### src/bmc_pkg.sv
`default_nettype none
package bmc_pkg;

    // Field widths of one request.
    localparam int COORD_BITS = 16;
    localparam int AREA_BITS  = 20;
    localparam int CONF_BITS  = 16;

    // Configuration register widths and the port that carries them.
    localparam int MAXD_W   = 13;
    localparam int THR_W    = 15;
    localparam int SPEED_W  = 16;
    localparam int COS_W    = 13;
    localparam int CFG_IDX_W  = 3;
    localparam int CFG_DATA_W = 16;

    localparam int ONE_Q12 = 4096;

    // Squared lengths: centroid step, step to the prediction, velocity.
    localparam int DSQ_W = 2 * COORD_BITS + 1;
    localparam int PSQ_W = 2 * COORD_BITS + 3;
    localparam int VSQ_W = 2 * COORD_BITS;

    // Square root: squared length scaled by 256, one root bit per stage.
    localparam int SQ_STEPS = (PSQ_W + 8 + 1) / 2;
    localparam int SQ_W     = 2 * SQ_STEPS;
    localparam int LEN_W    = SQ_STEPS;

    // Distance ratio: (len * 16) / max_distance, one quotient bit per stage.
    localparam int DIVN_W    = LEN_W + 4;
    localparam int DIV_STEPS = DIVN_W;

    // Area ratio: min * 8192 / sum, quotient never above 4096.
    localparam int SUM_W      = AREA_BITS + 1;
    localparam int AQ_W       = 13;
    localparam int AREA_STEPS = AQ_W;

    // Direction test.
    localparam int DOT_W      = 2 * COORD_BITS + 2;
    localparam int DU_W       = 2 * COORD_BITS + 1;
    localparam int CA_W       = DSQ_W + COS_W;
    localparam int CB_W       = VSQ_W + COS_W;
    localparam int HW         = (CA_W + 1) / 2;
    localparam int CR_W       = CA_W + CB_W;
    localparam int DL         = (DU_W + 1) / 2;
    localparam int DOT2_W     = 2 * DU_W;
    localparam int COS_STAGES = 4;

    // Running score before saturation.
    localparam int CONF_W = DIVN_W + 3;

    typedef enum logic [CFG_IDX_W-1:0] {
        CFG_MAX_DISTANCE  = 3'd0,
        CFG_BONUS_THR     = 3'd1,
        CFG_SPEED_LIMIT   = 3'd2,
        CFG_FLOOR_THR     = 3'd3,
        CFG_COSINE_THR    = 3'd4
    } t_cfg_idx;

endpackage
`default_nettype wire

### src/bmc_isqrt_pipe.sv
`default_nettype none
module bmc_isqrt_pipe (
    input  logic                       i_clk,
    input  logic                       i_en,
    input  logic [bmc_pkg::SQ_W-1:0]   i_val,
    output logic [bmc_pkg::LEN_W-1:0]  o_root
);
    import bmc_pkg::*;

    logic [SQ_W-1:0] r_v [0:SQ_STEPS-1];
    logic [SQ_W-1:0] r_r [0:SQ_STEPS-1];

    genvar g;
    for (g = 0; g < SQ_STEPS; g++) begin : g_step
        localparam logic [SQ_W-1:0] StepBit = SQ_W'(1) << (2 * (SQ_STEPS - 1 - g));
        logic [SQ_W-1:0] v_in;
        logic [SQ_W-1:0] q_in;
        logic [SQ_W-1:0] trial;
        logic [SQ_W-1:0] n_v;
        logic [SQ_W-1:0] n_r;

        if (g == 0) begin : g_first
            assign v_in = i_val;
            assign q_in = '0;
        end else begin : g_rest
            assign v_in = r_v[g-1];
            assign q_in = r_r[g-1];
        end

        always_comb begin
            trial = q_in + StepBit;
            if (v_in >= trial) begin
                n_v = v_in - trial;
                n_r = (q_in >> 1) + StepBit;
            end else begin
                n_v = v_in;
                n_r = q_in >> 1;
            end
        end

        always_ff @(posedge i_clk) begin
            if (i_en) begin
                r_v[g] <= n_v;
                r_r[g] <= n_r;
            end
        end
    end

    assign o_root = r_r[SQ_STEPS-1][LEN_W-1:0];

endmodule
`default_nettype wire

### config.mk
export PLATFORM = sky130hd
export DESIGN_NAME = bmc_isqrt_pipe
export DESIGN_NICKNAME = d
export VERILOG_FILES = /design/src/bmc_pkg.sv /design/src/bmc_isqrt_pipe.sv
export SDC_FILE = /design/constraint.sdc
export NUM_CORES = 2
export LEC_CHECK = 0
export BUFFER_PORTS_ARGS = -buffer_cell sky130_fd_sc_hd__buf_4
export CAP_MARGIN = 30
export CORE_ASPECT_RATIO = 0.6
export CORE_MARGIN = 4
export CORE_UTILIZATION = 59
export CTS_BUF_LIST = sky130_fd_sc_hd__clkbuf_4 sky130_fd_sc_hd__clkbuf_8
export DETAILED_ROUTE_END_ITERATION = 6
export MAX_ROUTING_LAYER = met4
export PLACE_DENSITY = 0.78
export SETUP_SLACK_MARGIN = 0.15
export SLEW_MARGIN = 30
export SYNTH_ARGS = -nofsm -noshare
export SYNTH_HDL_FRONTEND = slang
export SYNTH_SLANG_ARGS = --single-unit
### constraint.sdc
create_clock -name i_clk -period 3.4 [get_ports i_clk]
set_input_delay 0.51 -clock i_clk [delete_from_list [all_inputs] [get_ports i_clk]]
set_output_delay 0.51 -clock i_clk [all_outputs]
set_load 0.02 [all_outputs]
==> results.md <==
- Initial antenna violation count: 2
- Synth Warn #: 0
- Drt pass-1 iters: 6
- Count leader, synth: edfxtp_1
- Vias: 38013
- Worst-skew pair later-pin latency: 890 ps
- Yosys reg bits: 1177
- Period utilization: 98.56%
- Worst hold-check path type: in2reg
- Vias per std cell: 6.173
- First-pass GRT wire length: 212.6 mm
- Setup crit end kind: register
- Clock Root Buffer: clkbuf_8
- Syn avg cell area: 12.84 µm²
- Chip width: between 400 and 500 µm
- Cell taking the most area after synthesis: edfxtp_1
- Number of DRC markers after the initial detailed-route iteration: 4972
- Pin count of the biggest net entering global routing: around 140
- Worst slew margin: 33.89%
- Static Leak: 0.02434 µW
- Post-synth top area share: between 60% and 70%
- FP Rows: 87
- Clk buf depth: 3
- Worst reg2reg path depth: 9
- Dpl ws: -113.9 ps
- Layout cell share with drive strength beyond 1: 15.03%
- Mapped Area: 56130 µm²
- Syn_nets: 4687
- Reg clk slew, reported paths: approximately 80 ps
- Hold Crit Depth: 2
- Std-Cell Core Area: 94160 µm²
- CTS tree: yes
- Final hold violation count: 0
- GRT Util Overall: 28.83%
- Post-route insts no fill: 6158
- # IOs: 68
- Crit path max fanout: 6
- DPL Wire Length: between 100 and 150 mm
- PwrDens: 605.2 nW/µm²
- Largest family of logic cells by synthesized area: simple AND/OR/NAND/NOR gates
- Synth Flop Type: edfxtp_1
- Area grow syn2layout: 14.40%
- Fmax: 298.4 MHz
- Library cells used by synthesis: 87
- Routability cong.: 0.9431
- Flop2flop setup slack: approximately 50 ps
- DRT antenna net count: 0
- CTS sink count: 1177
- Register area share after synthesis: 62.97%
- Final wirelength: 142.4 mm
- Hold path startpoint: i_val[5]
- Die Area: 100300 µm²
- Vias in the first global route: ~35000
- Starting Density: 59.61%
- Wire per inst: 23.12 µm
- R2R Path Start: r_v[1][239]
- Area fraction in compound gates after synthesis: 8.915%
- Synth area leaders: edfxtp_1 (63%), ha_1 (6.0%), xnor2_1 (3.2%), xor2_1 (2.9%), a21oi_1 (2.3%)
- Mux cell area share after synthesis: 1.146%
- End of the worst hold path: r_v[0][5]
- Req. time, crit path: 3990 ps
- Worst vdd ir: 0.4277 mV
- Slew Viols, Final: 0
- Critical Path AT: just under 4000 ps
- CP Class: reg2reg
- RSZ-0062 raised after global routing: true
- Tightest Pin Transition: ~980 ps
- Fillers: roughly 6400
- Inst Count DP: 5798
- Clock Skews: ~55 ps
- Tmin final: 3351 ps
- Number of synthesized flops with an enable pin: 1177
- Final nets: between 5000 and 6000
- Gr ovfl total: 0
- H-tree depth: 4
- Die height: between 200 and 250 µm
- Post-synth ARST share: 0%
- IO Port Bufs: 67
- XOR/XNOR share of the synthesized area: approximately 6.0%
- Max-cap viol count: 0
- Final worst slack: 48.96 ps
- Outcome: finished, final reports clean
- DRC violation count after routing: 0
- Most frequent cells after synthesis: edfxtp_1 (1177), inv_1 (322), nor2_1 (273)
- Simple-gate portion of the synthesized area: 12.11%
- Worst reg2reg path endpoint: r_v[1][299]
- Syn Inst Count: 4370
- Number of CTS-inserted buffers: 165
- Final setup violation count: 0
- CP startpoint kind: register
- Synth Area in Adders: 6.041%
==> state kept, by name, summed over array words and instances, names as in the netlist <==
register and cells:
r_v 924, r_r 253
==> worst max path at each step <==
stage | cells past startpoint | end | startpoint | slack, ps
global placement | 10 | r_v[2][82] | r_v[2][9] | -110
detailed placement | 9 | r_v[1][299] | r_v[1][239] | -110
global route | 9 | r_v[1][305] | r_v[1][239] | -8
finish | 9 | r_v[1][299] | r_v[1][239] | 50
floorplan | 10 | r_v[1][156] | r_v[1][110] | 270
CTS | 9 | r_v[1][299] | r_v[1][239] | 130
==> cells in the final DEF, fill, tap and decap left out, types with 43 or more instances in the layout <==
master         Yosys  final
a21o_1            68     68
a21oi_1          259    255
buf_4              7    249
clkbuf_4           0     43
clkbuf_8           0    165
clkinv_1           1     48
dlygate4sd3_1      0     46
edfxtp_1        1177   1177
ha_1             271    257
inv_1            322    321
mux2_2            50     50
nand2_1          254    250
nand2b_1          69     69
nand3_1           63     60
nand4_1           62     62
nor2_1           273    272
nor3_1           125    117
nor4_1           146    125
o21a_1            51     51
o21ai_0          196    188
xnor2_1          202    202
xor2_1           185    185
==> metal layers <==
| metal | track usage (%) | vias to the layer above | share of wire [%] |
|---|---|---|---|
| met3 | 11.73 | 158 | 16 |
| met1 | 46.68 | 18235 | 47 |
| li1 | - | 17301 | - |
| met4 | 5.487 | 0 | 1.2 |
| met2 | 32.82 | 2319 | 36 |
| met5 | - | - | 0 |
==> power by group <==
part / internal (µW) / switching (µW) / total, µW
registers: 18200 / 1510 / 19700
logic: 3420 / 4620 / 8040
clock network: 5430 / 5640 / 11100
total: 27100 / 11800 / 38900
==> cells by family (layout without fill, tap and decap cells) <==
logic type      after synthesis  in the layout
simple gates               1277           1277
flops                      1177           1177
compound gates              797            797
buf+inv                     403            943
xor+xnor                    387            387
fa+ha+maj                   271            271
mux                          58             58
other cells                   0              2
==> worst max-delay path: stages, from the launching register on <==
cell,delay (ps)
edfxtp_1,430
ha_4,310
nor4bb_4,270
nand4_1,290
or4_4,520
nand4_1,140
or4_4,140
or4b_4,510
or3_4,350
xnor2_1,130
==> through the flow <==
step	hold slack [ps]	TNS [ps]	power (µW)	cell area (µm²)	utilization (%)
after global placement	426.2	-279.6	27220	59530	63.22
after detailed placement	424.2	-434.4	27400	59550	63.24
final	337.4	0	38860	64210	68.19
after global routing	298.0	-12.56	40630	64210	68.19
after CTS	270.4	0	38550	63370	67.30
after floorplan	416.6	0	24430	56130	-
==> cell type report <==
class	count	area, µm²	share of cell area (%)
repair buffers	327	2927	4.558
inverters	323	1212	1.888
diodes	2	5.005	0.007795
clock inverters	85	645.6	1.005
multi-input cells	2790	19920	31.03
flip-flops and latches	1177	35340	55.05
clock buffers	208	2594	4.040
well taps	1246	1559	2.428
==> repair_timing <==
action	in CTS	in global routing
endpoints found under the setup margin	42	213
hold buffers	46	0
setup buffers	2	11
cloned	0	6
endpoints found under the hold margin	64	0
pin swaps	6	23
gates resized for setup	22	131
No activity file was read; power rests on OpenSTA's default activity.
