`src/bmc_pkg.sv`:
```
`default_nettype none
package bmc_pkg;

    // Field widths of one request.
    localparam int COORD_BITS = 16;
    localparam int AREA_BITS  = 20;
    localparam int CONF_BITS  = 16;

    // Configuration register widths and the port that carries them.
    localparam int MAXD_W   = 13;
    localparam int THR_W    = 15;
    localparam int SPEED_W  = 16;
    localparam int COS_W    = 13;
    localparam int CFG_IDX_W  = 3;
    localparam int CFG_DATA_W = 16;

    localparam int ONE_Q12 = 4096;

    // Squared lengths: centroid step, step to the prediction, velocity.
    localparam int DSQ_W = 2 * COORD_BITS + 1;
    localparam int PSQ_W = 2 * COORD_BITS + 3;
    localparam int VSQ_W = 2 * COORD_BITS;

    // Square root: squared length scaled by 256, one root bit per stage.
    localparam int SQ_STEPS = (PSQ_W + 8 + 1) / 2;
    localparam int SQ_W     = 2 * SQ_STEPS;
    localparam int LEN_W    = SQ_STEPS;

    // Distance ratio: (len * 16) / max_distance, one quotient bit per stage.
    localparam int DIVN_W    = LEN_W + 4;
    localparam int DIV_STEPS = DIVN_W;

    // Area ratio: min * 8192 / sum, quotient never above 4096.
    localparam int SUM_W      = AREA_BITS + 1;
    localparam int AQ_W       = 13;
    localparam int AREA_STEPS = AQ_W;

    // Direction test.
    localparam int DOT_W      = 2 * COORD_BITS + 2;
    localparam int DU_W       = 2 * COORD_BITS + 1;
    localparam int CA_W       = DSQ_W + COS_W;
    localparam int CB_W       = VSQ_W + COS_W;
    localparam int HW         = (CA_W + 1) / 2;
    localparam int CR_W       = CA_W + CB_W;
    localparam int DL         = (DU_W + 1) / 2;
    localparam int DOT2_W     = 2 * DU_W;
    localparam int COS_STAGES = 4;

    // Running score before saturation.
    localparam int CONF_W = DIVN_W + 3;

    typedef enum logic [CFG_IDX_W-1:0] {
        CFG_MAX_DISTANCE  = 3'd0,
        CFG_BONUS_THR     = 3'd1,
        CFG_SPEED_LIMIT   = 3'd2,
        CFG_FLOOR_THR     = 3'd3,
        CFG_COSINE_THR    = 3'd4
    } t_cfg_idx;

endpackage
`default_nettype wire

```
`src/bmc_div_pipe.sv`:
```
`default_nettype none
module bmc_div_pipe (
    input  logic                        i_clk,
    input  logic                        i_en,
    input  logic [bmc_pkg::DIVN_W-1:0]  i_num,
    input  logic [bmc_pkg::MAXD_W-1:0]  i_den,
    output logic [bmc_pkg::DIVN_W-1:0]  o_quo
);
    import bmc_pkg::*;

    // Numerator bits leave at the top of r_nq while quotient bits enter below.
    logic [MAXD_W-1:0] r_rem [0:DIV_STEPS-1];
    logic [DIVN_W-1:0] r_nq  [0:DIV_STEPS-1];

    genvar g;
    for (g = 0; g < DIV_STEPS; g++) begin : g_step
        logic [MAXD_W-1:0] rem_in;
        logic [DIVN_W-1:0] nq_in;
        logic [MAXD_W:0]   t;
        logic [MAXD_W:0]   diff;
        logic              ge;
        logic [MAXD_W-1:0] n_rem;
        logic [DIVN_W-1:0] n_nq;

        if (g == 0) begin : g_first
            assign rem_in = '0;
            assign nq_in  = i_num;
        end else begin : g_rest
            assign rem_in = r_rem[g-1];
            assign nq_in  = r_nq[g-1];
        end

        always_comb begin
            t     = {rem_in, nq_in[DIVN_W-1]};
            diff  = t - {1'b0, i_den};
            ge    = (t >= {1'b0, i_den});
            n_rem = ge ? diff[MAXD_W-1:0] : t[MAXD_W-1:0];
            n_nq  = {nq_in[DIVN_W-2:0], ge};
        end

        always_ff @(posedge i_clk) begin
            if (i_en) begin
                r_rem[g] <= n_rem;
                r_nq[g]  <= n_nq;
            end
        end
    end

    assign o_quo = r_nq[DIV_STEPS-1];

endmodule
`default_nettype wire

```
`config.mk`:
```
export PLATFORM = sky130hd
export DESIGN_NAME = bmc_div_pipe
export DESIGN_NICKNAME = d
export VERILOG_FILES = /design/src/bmc_pkg.sv /design/src/bmc_div_pipe.sv
export SDC_FILE = /design/constraint.sdc
export NUM_CORES = 2
export LEC_CHECK = 0
export ABC_AREA = 1
export BUFFER_PORTS_ARGS = -buffer_cell sky130_fd_sc_hd__buf_4
export CORE_MARGIN = 4
export CORE_UTILIZATION = 45
export DETAILED_ROUTE_END_ITERATION = 8
export SYNTH_ARGS = -nofsm -noshare
export SYNTH_HDL_FRONTEND = slang
export SYNTH_SLANG_ARGS = --single-unit
```
`constraint.sdc`:
```
create_clock -name i_clk -period 4.25 [get_ports i_clk]
set_clock_uncertainty 0.05 [all_clocks]
set_input_delay 0.6375 -clock i_clk [delete_from_list [all_inputs] [get_ports i_clk]]
set_output_delay 0.6375 -clock i_clk [all_outputs]
set_load 0.005 [all_outputs]
```
==> flow_metrics.env <==
export IMPL_multi_input_area_sq_mm=0.0216
export IMPL_worst_path_most_repeated_cell="inv_1"
export IMPL_cts_max_level=3
export IMPL_area_growth_pct=11.6
export IMPL_yosys_area_top_type="edfxtp_1"
export IMPL_yosysUniqueCellTypes=35
export IMPL_pwr_share_comb_pct=41.6
export IMPL_synthArstFlopShare_pct=0
export IMPL_crit_chain="buf_4 -> inv_1 -> buf_4 -> ha_1 -> inv_1 -> nor2_2 -> nand2_1 -> inv_1 -> a21oi_4 -> nand3_2 -> nand2_1 -> o21ai_2"
export IMPL_pwr_share_seq_pct=35.5
export IMPL_diodes=0
export IMPL_yosysMostFrequentCell="nand2_1"
export IMPL_fillerInstances=11400
export IMPL_drt_vias_per_instance=4.92
export IMPL_clock_path_buffers=3
export IMPL_powerDensity_mw_per_mm2=676
export IMPL_synth_area_per_cell_sq_um=9.61
export IMPL_rows=129
export IMPL_fp_coreArea_sq_mm=0.124
export IMPL_grt_usage_pct=18.3
export IMPL_final_nets=6459
export IMPL_post_route_drc_count=0
export IMPL_fp_dieH_microns=362
export IMPL_cp_slowest_cell="inv_1"
export IMPL_min_period_ns=2.85
export IMPL_routedWlPerCell_microns=15.4
export IMPL_cts_tree="done"
export IMPL_place_hpwl_mm=84.1
export IMPL_crit_path_start_kind="input pin"
export IMPL_switchingPower_mw=16.8
export IMPL_antenna_found_initial=0
export IMPL_grt_max_degree=124
export IMPL_via_count=38300
export IMPL_arrival_ns=3.25
export IMPL_setup_worst_path_class="in2reg"
export IMPL_grt_pass1_wl_mm=194
export IMPL_ff_latch_area_sq_mm=0.0301
export IMPL_ioPinCount=67
export IMPL_cts_buffers=109
export IMPL_die_w_microns=362
export IMPL_portBuffers=66
export IMPL_cts_sinks=1001
export IMPL_drt_first_pass_iters=6
export IMPL_final_max_slew_violation_count=0
export IMPL_end_kind="register"
export IMPL_required_ns=4.66
export IMPL_worst_pin_slew_ns=0.953
export IMPL_final_layout_size_suffix_gt1_share_pct=12.2
export IMPL_synth_area_sq_mm=0.0565
export IMPL_cts_root_buf="clkbuf_16"
export IMPL_grt_overflow=0
export IMPL_die_area_sq_mm=0.131
export IMPL_synth_common_cells="1835 x nand2_1, 1074 x inv_1, 1001 x edfxtp_1"
export IMPL_total_power_mw=42.6
export IMPL_seq_area_frac_synth_pct=53.2
export IMPL_clkLatencyLatePin_ns=0.74
export IMPL_yosys_top_cells_area="edfxtp_1 53%, nand2_1 12%, ha_1 7.2%"
export IMPL_syn_inst=5883
export IMPL_clk_pin_slew_worst_paths_ns=0.06
export IMPL_peakVddDrop_mv=0.399
export IMPL_max_stage_delay_ns=0.68
export IMPL_fin_hold_ws_ns=0.269
export IMPL_yosys_warnings=0
export IMPL_hold_class="in2reg"
export IMPL_setup_violations_final=0
export IMPL_fin_crit_sh_pct=67.0
export IMPL_synth_top_area_share_pct=53.2
export IMPL_fmax_mhz=351
export IMPL_hold_viol_final=0
export IMPL_drtAntennaViolNets=0
export IMPL_drtIter0Drc=2343
export IMPL_initial_core_util_pct=45.5
export IMPL_yosys_register_bits=1001
export IMPL_clkPwrFrac_pct=22.9
export IMPL_synth_enable_flop_cells=1001
export IMPL_power_leakage_nw=29.3
export IMPL_place_congestion=0.871
export IMPL_p_int_mw=25.9
export IMPL_synth_ff_type="edfxtp_1"
export IMPL_fin_tns_setup_ns=0
export IMPL_worst_path_max_fanout=21
export IMPL_outcome="finished clean"
export IMPL_slew_headroom_pct=36.4
export IMPL_maxCapViolCount=0
export IMPL_grt_pass1_vias=37000
export IMPL_rsz0062_at_grt="no"
export IMPL_synth_nets=6275
export IMPL_routed_wl_mm=120
export IMPL_p_sw_share_pct=39.3
-- cell usage in the layout (no fill, tap or decap), types with 110 or more instances in the layout --
master     count
clkbuf_16    110
edfxtp_1    1001
ha_1         327
inv_1       1074
nand2_1     1835
nand3_1      271
nand3_2      133
nand4_1      268
nor2_1       185
xor2_1       130
-- sequential cells by signal (all words and copies together) (netlist names) --
name and flops:
r_nq 676, r_rem 325
-- per-layer routing --
metal,track usage (%),vias up,wire [microns]
li1,-,19700,-
met1,25.5,17800,56700
met2,30.1,631,55500
met3,2.26,172,4730
met4,5.76,0,2980
met5,0,-,0
-- what timing repair did --
| item | CTS | global route |
|---|---|---|
| hold endpoints to repair | 25 | 0 |
| setup buffers | 0 | 0 |
| gates resized for setup | 0 | 0 |
| hold buffers | 25 | 0 |
-- worst max-delay path, delay by kind of cell --
family                   cells  cell delay (ns)
adder cells (fa/ha/maj)      1             0.25
AO/OA/AOI/OAI                2             0.29
AND/OR/NAND/NOR              4             0.84
buffers and inverters        5             1.19
-- metrics by stage --
step	util, %	setup slack [ns]	instances	cell area, sq um
final	50.7	1.40	7795	63100
after global routing	50.7	1.23	7795	63100
after CTS	50.7	1.40	7795	63100
after detailed placement	47.5	0.592	7568	59100
after global placement	47.5	0.636	7568	59100
after floorplan	-	1.54	5883	56500
-- cell type report --
cell class / instances / area share [%]
Clock inverter: 80 / 1.50
Multi-Input combinational cell: 3713 / 34.3
Timing Repair Buffer: 138 / 2.27
Sequential cell: 1001 / 47.7
Tap cell: 1637 / 3.25
Clock buffer: 122 / 4.44
Inverter: 1104 / 6.57
-- power groups by stage --
stage | registers [mW] | clock network, mW | logic (mW)
CTS | 15.2 | 10.1 | 17.8
global placement | 15.4 | 0 | 17.4
global route | 15.3 | 10.5 | 20.4
floorplan | 14.6 | 0 | 14.6
finish | 15.1 | 9.76 | 17.7
detailed placement | 15.3 | 0 | 17.6
-- path summary, 6_finish.rpt --
kind / startpoint / to / slack [ns] / cells past startpoint
worst min register to register: r_nq[4][58]$_DFFE_PP_ / r_nq[4][85]$_DFFE_PP_ / 0.35 / 0
worst max-delay path: i_den[12] / r_rem[3][46]$_DFFE_PP_ / 1.40 / 12
worst min-delay path: i_num[25] / r_rem[0][0]$_DFFE_PP_ / 0.27 / 3
worst max register to register: r_rem[3][20]$_DFFE_PP_ / r_rem[3][33]$_DFFE_PP_ / 1.71 / 9
-- cells by family (layout without fill, tap and decap cells) --
kind of cell	count (synthesis)	count (layout)	share of synthesized area (%)
buf+inv	1169	1444	8.53
compound gates	282	282	3.34
fa+ha+maj	351	351	8.09
xor+xnor	154	154	2.39
flops	1001	1001	53.2
simple gates	2926	2926	24.5
No activity file was read; power rests on OpenSTA's default activity.
