**config.mk**
```make
export PLATFORM = sky130hd
export DESIGN_NAME = bmc_area_pipe
export DESIGN_NICKNAME = d
export VERILOG_FILES = /design/src/bmc_pkg.sv /design/src/bmc_area_pipe.sv
export SDC_FILE = /design/constraint.sdc
export NUM_CORES = 1
export LEC_CHECK = 0
export BUFFER_PORTS_ARGS = -buffer_cell sky130_fd_sc_hd__clkbuf_2
export CAP_MARGIN = 40
export CORE_ASPECT_RATIO = 0.6
export CORE_MARGIN = 3
export CORE_UTILIZATION = 45
export CTS_CLUSTER_DIAMETER = 50
export DETAILED_ROUTE_END_ITERATION = 16
export PLACE_DENSITY = 0.6
export SLEW_MARGIN = 15
export SYNTH_ARGS = -nofsm -noshare
export SYNTH_HDL_FRONTEND = slang
export SYNTH_SLANG_ARGS = --single-unit
```
**constraint.sdc**
```tcl
create_clock -name i_clk -period 4.1 [get_ports i_clk]
set_input_delay 0.82 -clock i_clk [delete_from_list [all_inputs] [get_ports i_clk]]
set_output_delay 0.82 -clock i_clk [all_outputs]
set_load 0.005 [all_outputs]
```
**src/bmc_pkg.sv**
```systemverilog
`default_nettype none
package bmc_pkg;

    // Field widths of one request.
    localparam int COORD_BITS = 16;
    localparam int AREA_BITS  = 20;
    localparam int CONF_BITS  = 16;

    // Configuration register widths and the port that carries them.
    localparam int MAXD_W   = 13;
    localparam int THR_W    = 15;
    localparam int SPEED_W  = 16;
    localparam int COS_W    = 13;
    localparam int CFG_IDX_W  = 3;
    localparam int CFG_DATA_W = 16;

    localparam int ONE_Q12 = 4096;

    // Squared lengths: centroid step, step to the prediction, velocity.
    localparam int DSQ_W = 2 * COORD_BITS + 1;
    localparam int PSQ_W = 2 * COORD_BITS + 3;
    localparam int VSQ_W = 2 * COORD_BITS;

    // Square root: squared length scaled by 256, one root bit per stage.
    localparam int SQ_STEPS = (PSQ_W + 8 + 1) / 2;
    localparam int SQ_W     = 2 * SQ_STEPS;
    localparam int LEN_W    = SQ_STEPS;

    // Distance ratio: (len * 16) / max_distance, one quotient bit per stage.
    localparam int DIVN_W    = LEN_W + 4;
    localparam int DIV_STEPS = DIVN_W;

    // Area ratio: min * 8192 / sum, quotient never above 4096.
    localparam int SUM_W      = AREA_BITS + 1;
    localparam int AQ_W       = 13;
    localparam int AREA_STEPS = AQ_W;

    // Direction test.
    localparam int DOT_W      = 2 * COORD_BITS + 2;
    localparam int DU_W       = 2 * COORD_BITS + 1;
    localparam int CA_W       = DSQ_W + COS_W;
    localparam int CB_W       = VSQ_W + COS_W;
    localparam int HW         = (CA_W + 1) / 2;
    localparam int CR_W       = CA_W + CB_W;
    localparam int DL         = (DU_W + 1) / 2;
    localparam int DOT2_W     = 2 * DU_W;
    localparam int COS_STAGES = 4;

    // Running score before saturation.
    localparam int CONF_W = DIVN_W + 3;

    typedef enum logic [CFG_IDX_W-1:0] {
        CFG_MAX_DISTANCE  = 3'd0,
        CFG_BONUS_THR     = 3'd1,
        CFG_SPEED_LIMIT   = 3'd2,
        CFG_FLOOR_THR     = 3'd3,
        CFG_COSINE_THR    = 3'd4
    } t_cfg_idx;

endpackage
`default_nettype wire

```
**src/bmc_area_pipe.sv**
```systemverilog
`default_nettype none
module bmc_area_pipe (
    input  logic                          i_clk,
    input  logic                          i_en,
    input  logic [bmc_pkg::AREA_BITS-1:0] i_mn,
    input  logic [bmc_pkg::SUM_W-1:0]     i_sum,
    output logic [bmc_pkg::AQ_W-1:0]      o_area
);
    import bmc_pkg::*;

    // The smaller area is below the sum, so only the thirteen fractional
    // quotient bits remain to be found.
    logic [SUM_W-1:0] r_rem  [0:AREA_STEPS-1];
    logic [SUM_W-1:0] r_den  [0:AREA_STEPS-1];
    logic [AQ_W-1:0]  r_q    [0:AREA_STEPS-1];
    logic             r_zero [0:AREA_STEPS-1];

    genvar g;
    for (g = 0; g < AREA_STEPS; g++) begin : g_step
        logic [SUM_W-1:0] rem_in;
        logic [SUM_W-1:0] den_in;
        logic [AQ_W-1:0]  q_in;
        logic             zero_in;
        logic [SUM_W:0]   t;
        logic [SUM_W:0]   diff;
        logic             ge;
        logic [SUM_W-1:0] n_rem;

        if (g == 0) begin : g_first
            assign rem_in  = SUM_W'(i_mn);
            assign den_in  = i_sum;
            assign q_in    = '0;
            assign zero_in = (i_sum == '0);
        end else begin : g_rest
            assign rem_in  = r_rem[g-1];
            assign den_in  = r_den[g-1];
            assign q_in    = r_q[g-1];
            assign zero_in = r_zero[g-1];
        end

        always_comb begin
            t     = {rem_in, 1'b0};
            diff  = t - {1'b0, den_in};
            ge    = (t >= {1'b0, den_in});
            n_rem = ge ? diff[SUM_W-1:0] : t[SUM_W-1:0];
        end

        always_ff @(posedge i_clk) begin
            if (i_en) begin
                r_rem[g]  <= n_rem;
                r_den[g]  <= den_in;
                r_q[g]    <= {q_in[AQ_W-2:0], ge};
                r_zero[g] <= zero_in;
            end
        end
    end

    assign o_area = r_zero[AREA_STEPS-1] ? AQ_W'(ONE_Q12) : r_q[AREA_STEPS-1];

endmodule
`default_nettype wire

```
==> results.json, run 1 <==
{
  "pre_cts_slack_ns": 0.217,
  "cp_data_required_time_ns": 4.50,
  "dp_hpwl_um": 58300,
  "slew_headroom": 0.340,
  "crit_fanout": 31,
  "dr_total_vias": 23018,
  "die_h_um": 220,
  "cts_made_buffers": 59,
  "peakVddDrop_mv": 0.362,
  "max_cap_violations": 0,
  "post-cts-setup-buffers": 0,
  "syn_to_final_growth_pct": 11.0,
  "grt_max_degree": 86,
  "drive_gt1_frac": 0.106,
  "ctsHoldBuffers": 0,
  "setup_viol_count_final": 0,
  "drtIter0Drc": 2484,
  "clock_sinks": 608,
  "finalHoldViolCount": 0,
  "grt.total_usage": 0.192,
  "ys_async_sr_fraction": 0,
  "synth-edff-count": 608,
  "grt_pass1_vias": 21115,
  "powerDensity_nw_per_um2": 748,
  "gp_congestion": 0.906,
  "regToRegStartpoint": "r_rem[0][1]$_DFFE_PP_",
  "antenna_found_initial": 3,
  "whs_path_depth": 1,
  "cts_tree": "done",
  "htreeDepth": 2,
  "viasPerCell": 5.55,
  "hold_class": "primary input to register",
  "die_width_um": 363,
  "clk_path_buf_depth": 3,
  "synth_area_leader_cell": "edfxtp_1",
  "synth-seq-cells": 608,
  "synth_area_um2": 34400,
  "wire_per_inst_um": 18.6,
  "start_util": 0.461,
  "finalMaxSlewViolations": 0,
  "min_to": "r_den[0][10]$_DFFE_PP_",
  "postCtsResizedCells": 0,
  "clock_skew_ns": 0.0640,
  "wl_um": 77300,
  "setup_tns_ns": 0,
  "rsz0062_at_grt": "no",
  "grt-ovfl-total": 0,
  "ant_nets": 0,
  "finalCriticalPeriod_ns": 3.90,
  "grt_pass1_wl_um": 121000,
  "start_kind": "register",
  "drc_errors": 0,
  "r2r_cells": 11,
  "clock_latency_ns": 0.66,
  "cts-root-buf": "clkbuf_16",
  "hold_path.startpoint": "i_sum[10]",
  "fin_crit_sh": 0.951,
  "r2r_slack_ns": 0.20,
  "synth_fp_nets": 3319,
  "clk_pin_slew_ns": 0.07,
  "cp-startpoint": "r_rem[0][1]$_DFFE_PP_",
  "nNetsFinal": 3435,
  "setup_ws_ns": 0.199,
  "io_pins": 56,
  "numPortBuffers": 55,
  "fmax_mhz": 256,
  "leakage_nw": 15.8,
  "yosys_warnings": 0,
  "yosysSeqAreaShare": 0.531,
  "ys_types": 85,
  "worst_ep_arrival_time_ns": 4.30,
  "synth_top_cells_by_area": "edfxtp_1 53%, ha_1 9.9%, inv_1 3.9%",
  "yosysTopAreaCellShare": 0.531,
  "worst_pin_slew_ns": 0.980,
  "syn_inst": 2992,
  "avgSynthCellArea_um2": 11.5,
  "row_count": 77,
  "dieArea_um2": 79900,
  "ys.flop_type": "edfxtp_1",
  "critPathKind": "register to register",
  "first_pass_iters": 5,
  "worstSetupEndpointType": "register",
  "status": "complete, no violations",
  "coreArea_um2": 74700,
  "r2r_end": "r_rem[0][40]$_DFFE_PP_"
}
[cell type report]
type                       instances  area [µm²]
tap                              987        1230
antenna                            1        2.50
fill                            6362       36500
timing repair buffer             107         837
inverter                         360        1350
multi-input combinational       1972       14600
clock inverter                    43         448
sequential                       608       18300
clock buffer                      66        1500
[critical path, stage by stage (launching register included)]
cell      delay, ns
edfxtp_1       0.44
ha_1           0.38
nor2b_1        0.17
o31ai_1        0.34
a21oi_1        0.25
a22oi_1        0.38
a21oi_1        0.11
buf_4          0.18
o21ai_1        0.61
nand2_1        0.21
buf_12         0.23
mux2_2         0.29
[worst max-delay path by stage]
| stage | endpoint | slack [ns] | cells past startpoint |
|---|---|---|---|
| after global placement | r_rem[0][19]$_DFFE_PP_ | 0.33 | 12 |
| final | r_rem[0][40]$_DFFE_PP_ | 0.20 | 11 |
| after global routing | r_rem[0][37]$_DFFE_PP_ | 0.16 | 11 |
| after floorplan | r_rem[0][19]$_DFFE_PP_ | 0.82 | 12 |
| after detailed placement | r_rem[0][4]$_DFFE_PP_ | 0.22 | 12 |
| after CTS | r_rem[0][60]$_DFFE_PP_ | 0.42 | 11 |
[cells in the final DEF (no fill, tap or decap), types with 22 or more instances in the layout]
master / instances
o21a_1: 33
edfxtp_1: 608
a21oi_1: 198
nand4_1: 31
o21ai_0: 184
nand3_1: 39
a31oi_1: 24
o21bai_1: 22
clkbuf_2: 54
nor2_1: 153
nand2_1: 192
a21o_1: 108
nor2b_1: 47
xnor2_1: 122
ha_1: 272
buf_4: 38
inv_1: 359
nor3_1: 43
nand2b_1: 36
xor2_1: 78
clkbuf_16: 59
mux2_2: 99
[report_power, final]
group,internal [mW],switching (mW)
registers,9.16,0.784
logic,5.78,7.32
clock network,3.09,2.46
[through the flow]
step / util / instance area, µm² / hold slack, ns / instances / power [mW]
final: 0.512 / 38200 / 0.366 / 4144 / 28.6
after global routing: 0.512 / 38200 / 0.331 / 4143 / 30.5
after CTS: 0.512 / 38200 / 0.325 / 4143 / 28.5
after detailed placement: 0.485 / 36200 / 0.405 / 4034 / 22.8
after global placement: 0.485 / 36200 / 0.400 / 4032 / 22.3
after floorplan: - / 34400 / 0.400 / 2992 / 19.4
[sequential cells by signal (all words and copies together), names as in the netlist]
register,flops
r_den,252
r_rem,252
r_q,91
r_zero,13
[synthesized netlist by cell type (16+ instances only)]
library cell and number:
mux2_1 16, ha_1 272, nand4_1 31, o21ai_0 184
o31ai_1 17, nand2_1 192, nand2b_1 36, nor2_1 153
o21a_1 33, nor2b_1 47, nor3_1 43, or3_1 16
xnor2_1 122, a31oi_1 24, nand3_1 39, a21oi_1 199
xor2_1 78, inv_1 359, edfxtp_1 608, o21bai_1 22
mux2_2 99, a21o_1 108, clkbuf_1 27
[cell families after synthesis]
family | after synthesis | synth area share
simple gates | 619 | 0.0856
fa+ha+maj | 284 | 0.106
buf+inv | 412 | 0.0468
compound gates | 744 | 0.140
xor+xnor | 200 | 0.0509
mux | 125 | 0.0405
flops | 608 | 0.531
[per-layer routing]
metal / up-vias / global-route usage / routed length (µm) / share of wire
met5: - / 0 / 0 / 0
li1: 11149 / - / - / -
met1: 11032 / 0.339 / 42400 / 0.55
met4: 0 / 0.0330 / 996 / 0.013
met2: 756 / 0.226 / 26200 / 0.34
met3: 81 / 0.0468 / 7620 / 0.099
(Power assumes the default switching activity.)
==> inputs of run 2 (changes only) <==
--- a/config.mk
+++ b/config.mk
@@ -10,3 +10,2 @@
 export CORE_ASPECT_RATIO = 0.6
-export CORE_MARGIN = 3
 export CORE_UTILIZATION = 45
@@ -15,2 +14,3 @@
 export PLACE_DENSITY = 0.6
+export REMOVE_ABC_BUFFERS = 1
 export SLEW_MARGIN = 15
==> constraint.sdc (replaced) <==
create_clock -name i_clk -period 4.1 [get_ports i_clk]
set_input_delay 1.23 -clock i_clk [delete_from_list [all_inputs] [get_ports i_clk]]
set_output_delay 1.23 -clock i_clk [all_outputs]
set_load 0.005 [all_outputs]
==> run 2 against run 1 <==
Net effect: sequential power is essentially flat; fmax grew 3.8%; non-clock buffer count grew 16; setup slack gained 0.14 ns; hold slack gained 0.046 ns.
==> results.json, run 2 (same netlist as run 1, synthesis figures left out) <==
{
  "finalMaxSlewViolations": 0,
  "htreeDepth": 2,
  "numPortBuffers": 55,
  "cp_cell_sequence": "ha_1 -> nor2b_1 -> o31ai_1 -> a21oi_1 -> a22oi_1 -> a21oi_1 -> buf_4 -> o21ai_1 -> nand2_1 -> buf_12 -> mux2_2",
  "syn_to_final_growth_pct": 11.2,
  "crit_top_cell": "a21oi_1",
  "clk_path_buf_depth": 3,
  "grt.total_usage": 0.201,
  "postCtsResizedCells": 0,
  "grt_pass1_vias": 21520,
  "worstSetupEndpointType": "register",
  "coreArea_um2": 75600,
  "wl_um": 78000,
  "fill_cells": 6571,
  "gp_congestion": 0.949,
  "place_area_um2": 36300,
  "r2r_cells": 11,
  "grt-ovfl-total": 0,
  "hold_class": "register to register",
  "first_pass_iters": 5,
  "cts_tree": "done",
  "finalHoldViolCount": 0,
  "worst_ep_arrival_time_ns": 4.16,
  "fin_crit_sh": 0.917,
  "crit_family": "compound AO/OA/AOI/OAI gates",
  "hold_path.startpoint": "r_den[2][13]$_DFFE_PP_",
  "nNetsFinal": 3453,
  "die_width_um": 359,
  "dp_hpwl_um": 58800,
  "io_pins": 56,
  "critPathKind": "register to register",
  "cts-root-buf": "clkbuf_16",
  "cpPeakStageDelay_ns": 0.45,
  "dieArea_um2": 77600,
  "diodes": 0,
  "cts_made_buffers": 61,
  "grt_max_degree": 98,
  "fmax_mhz": 266,
  "clock_skew_ns": 0.0487,
  "slowest_stage": "o21ai_1",
  "leakage_nw": 15.9,
  "powerDensity_nw_per_um2": 744,
  "slew_headroom": 0.386,
  "whs_path_depth": 0,
  "drc_errors": 0,
  "design_area_um2": 38300,
  "grt_pass1_wl_um": 123000,
  "final_cell_mix": "608 x edfxtp_1, 359 x inv_1, 272 x ha_1",
  "post-cts-setup-buffers": 0,
  "clock_sinks": 608,
  "utilization": 0.506,
  "layout_commonest_cell": "edfxtp_1",
  "antenna_found_initial": 3,
  "viasPerCell": 5.56,
  "ctsHoldBuffers": 0,
  "start_kind": "register",
  "ant_nets": 0,
  "rsz0062_at_grt": "no",
  "wire_per_inst_um": 18.7,
  "start_util": 0.455,
  "row_count": 78,
  "worst-path-buf-inv": 2,
  "regToRegStartpoint": "r_rem[0][1]$_DFFE_PP_",
  "top_regs": "r_den (252), r_rem (252), r_q (91)",
  "clk_pin_slew_ns": 0.06,
  "drive_gt1_frac": 0.108,
  "max_cap_violations": 0,
  "dr_total_vias": 23171,
  "finalCriticalPeriod_ns": 3.76,
  "peakVddDrop_mv": 0.421,
  "cp_data_required_time_ns": 4.50,
  "cp-startpoint": "r_rem[0][1]$_DFFE_PP_",
  "status": "complete, no violations",
  "setup_viol_count_final": 0,
  "die_h_um": 216,
  "drtIter0Drc": 2628,
  "worst-path-stages": 11,
  "clock_latency_ns": 0.66,
  "worst_pin_slew_ns": 0.911,
  "crit_fanout": 31
}
[run 2: cell count changes in the layout (fill, tap and decap cells not counted), moves of 2 or more]
cell	previous run	this run
buf_4	38	54
bufinv_16	7	4
clkbuf_1	7	14
clkbuf_16	59	62
clkinv_1	12	10
clkinv_2	15	10
[run 2: area by class of cell]
type	count	area [µm²]	area share
sequential	608	18300	0.477
multi-input combinational	1972	14600	0.381
clock buffer	76	1600	0.0419
inverter	360	1350	0.0353
tap	1000	1250	0.0327
timing repair buffer	123	938	0.0245
clock inverter	30	290	0.00759
[run 2: metrics by stage]
| step | power (mW) | setup slack [ns] | cells | hold slack [ns] | setup TNS [ns] |
|---|---|---|---|---|---|
| finish | 28.5 | 0.340 | 4169 | 0.412 | 0 |
| global route | 30.4 | 0.139 | 4169 | 0.422 | 0 |
| CTS | 28.4 | 0.393 | 4166 | 0.408 | 0 |
| detailed placement | 22.7 | -0.137 | 4060 | 0.405 | -1.86 |
| global placement | 22.4 | -0.103 | 4060 | 0.401 | -0.723 |
| floorplan | 19.2 | -0.264 | 2940 | 0.400 | -0.619 |
[run 2: per-layer routing]
metal  GRT usage  routed length, µm  up-vias
met5           0                  0        -
met4      0.0369               1040        0
met3      0.0459               7100       82
met2       0.236              26700      746
met1       0.352              43100    11152
li1            -                  -    11191
[run 2: path summary, 6_finish.rpt]
kind	endpoint	slack (ns)
max	r_rem[0][40]$_DFFE_PP_	0.34
min	r_den[2][34]$_DFFE_PP_	0.41
max reg2reg	r_rem[0][40]$_DFFE_PP_	0.34
min reg2reg	r_den[2][34]$_DFFE_PP_	0.41
[run 2: worst reg2reg max path, stage by stage (launching register included)]
cell and delay [ns]:
edfxtp_1 0.44, ha_1 0.38, nor2b_1 0.17, o31ai_1 0.39, a21oi_1 0.26, a22oi_1 0.38, a21oi_1 0.12, buf_4 0.18
o21ai_1 0.45, nand2_1 0.19, buf_12 0.22, mux2_2 0.32
[run 2: report_power, final]
part           switching, mW  total [mW]  internal, mW
Combinational           7.30        13.1          5.76
Clock                   2.43        5.45          3.02
Sequential             0.788        9.95          9.16
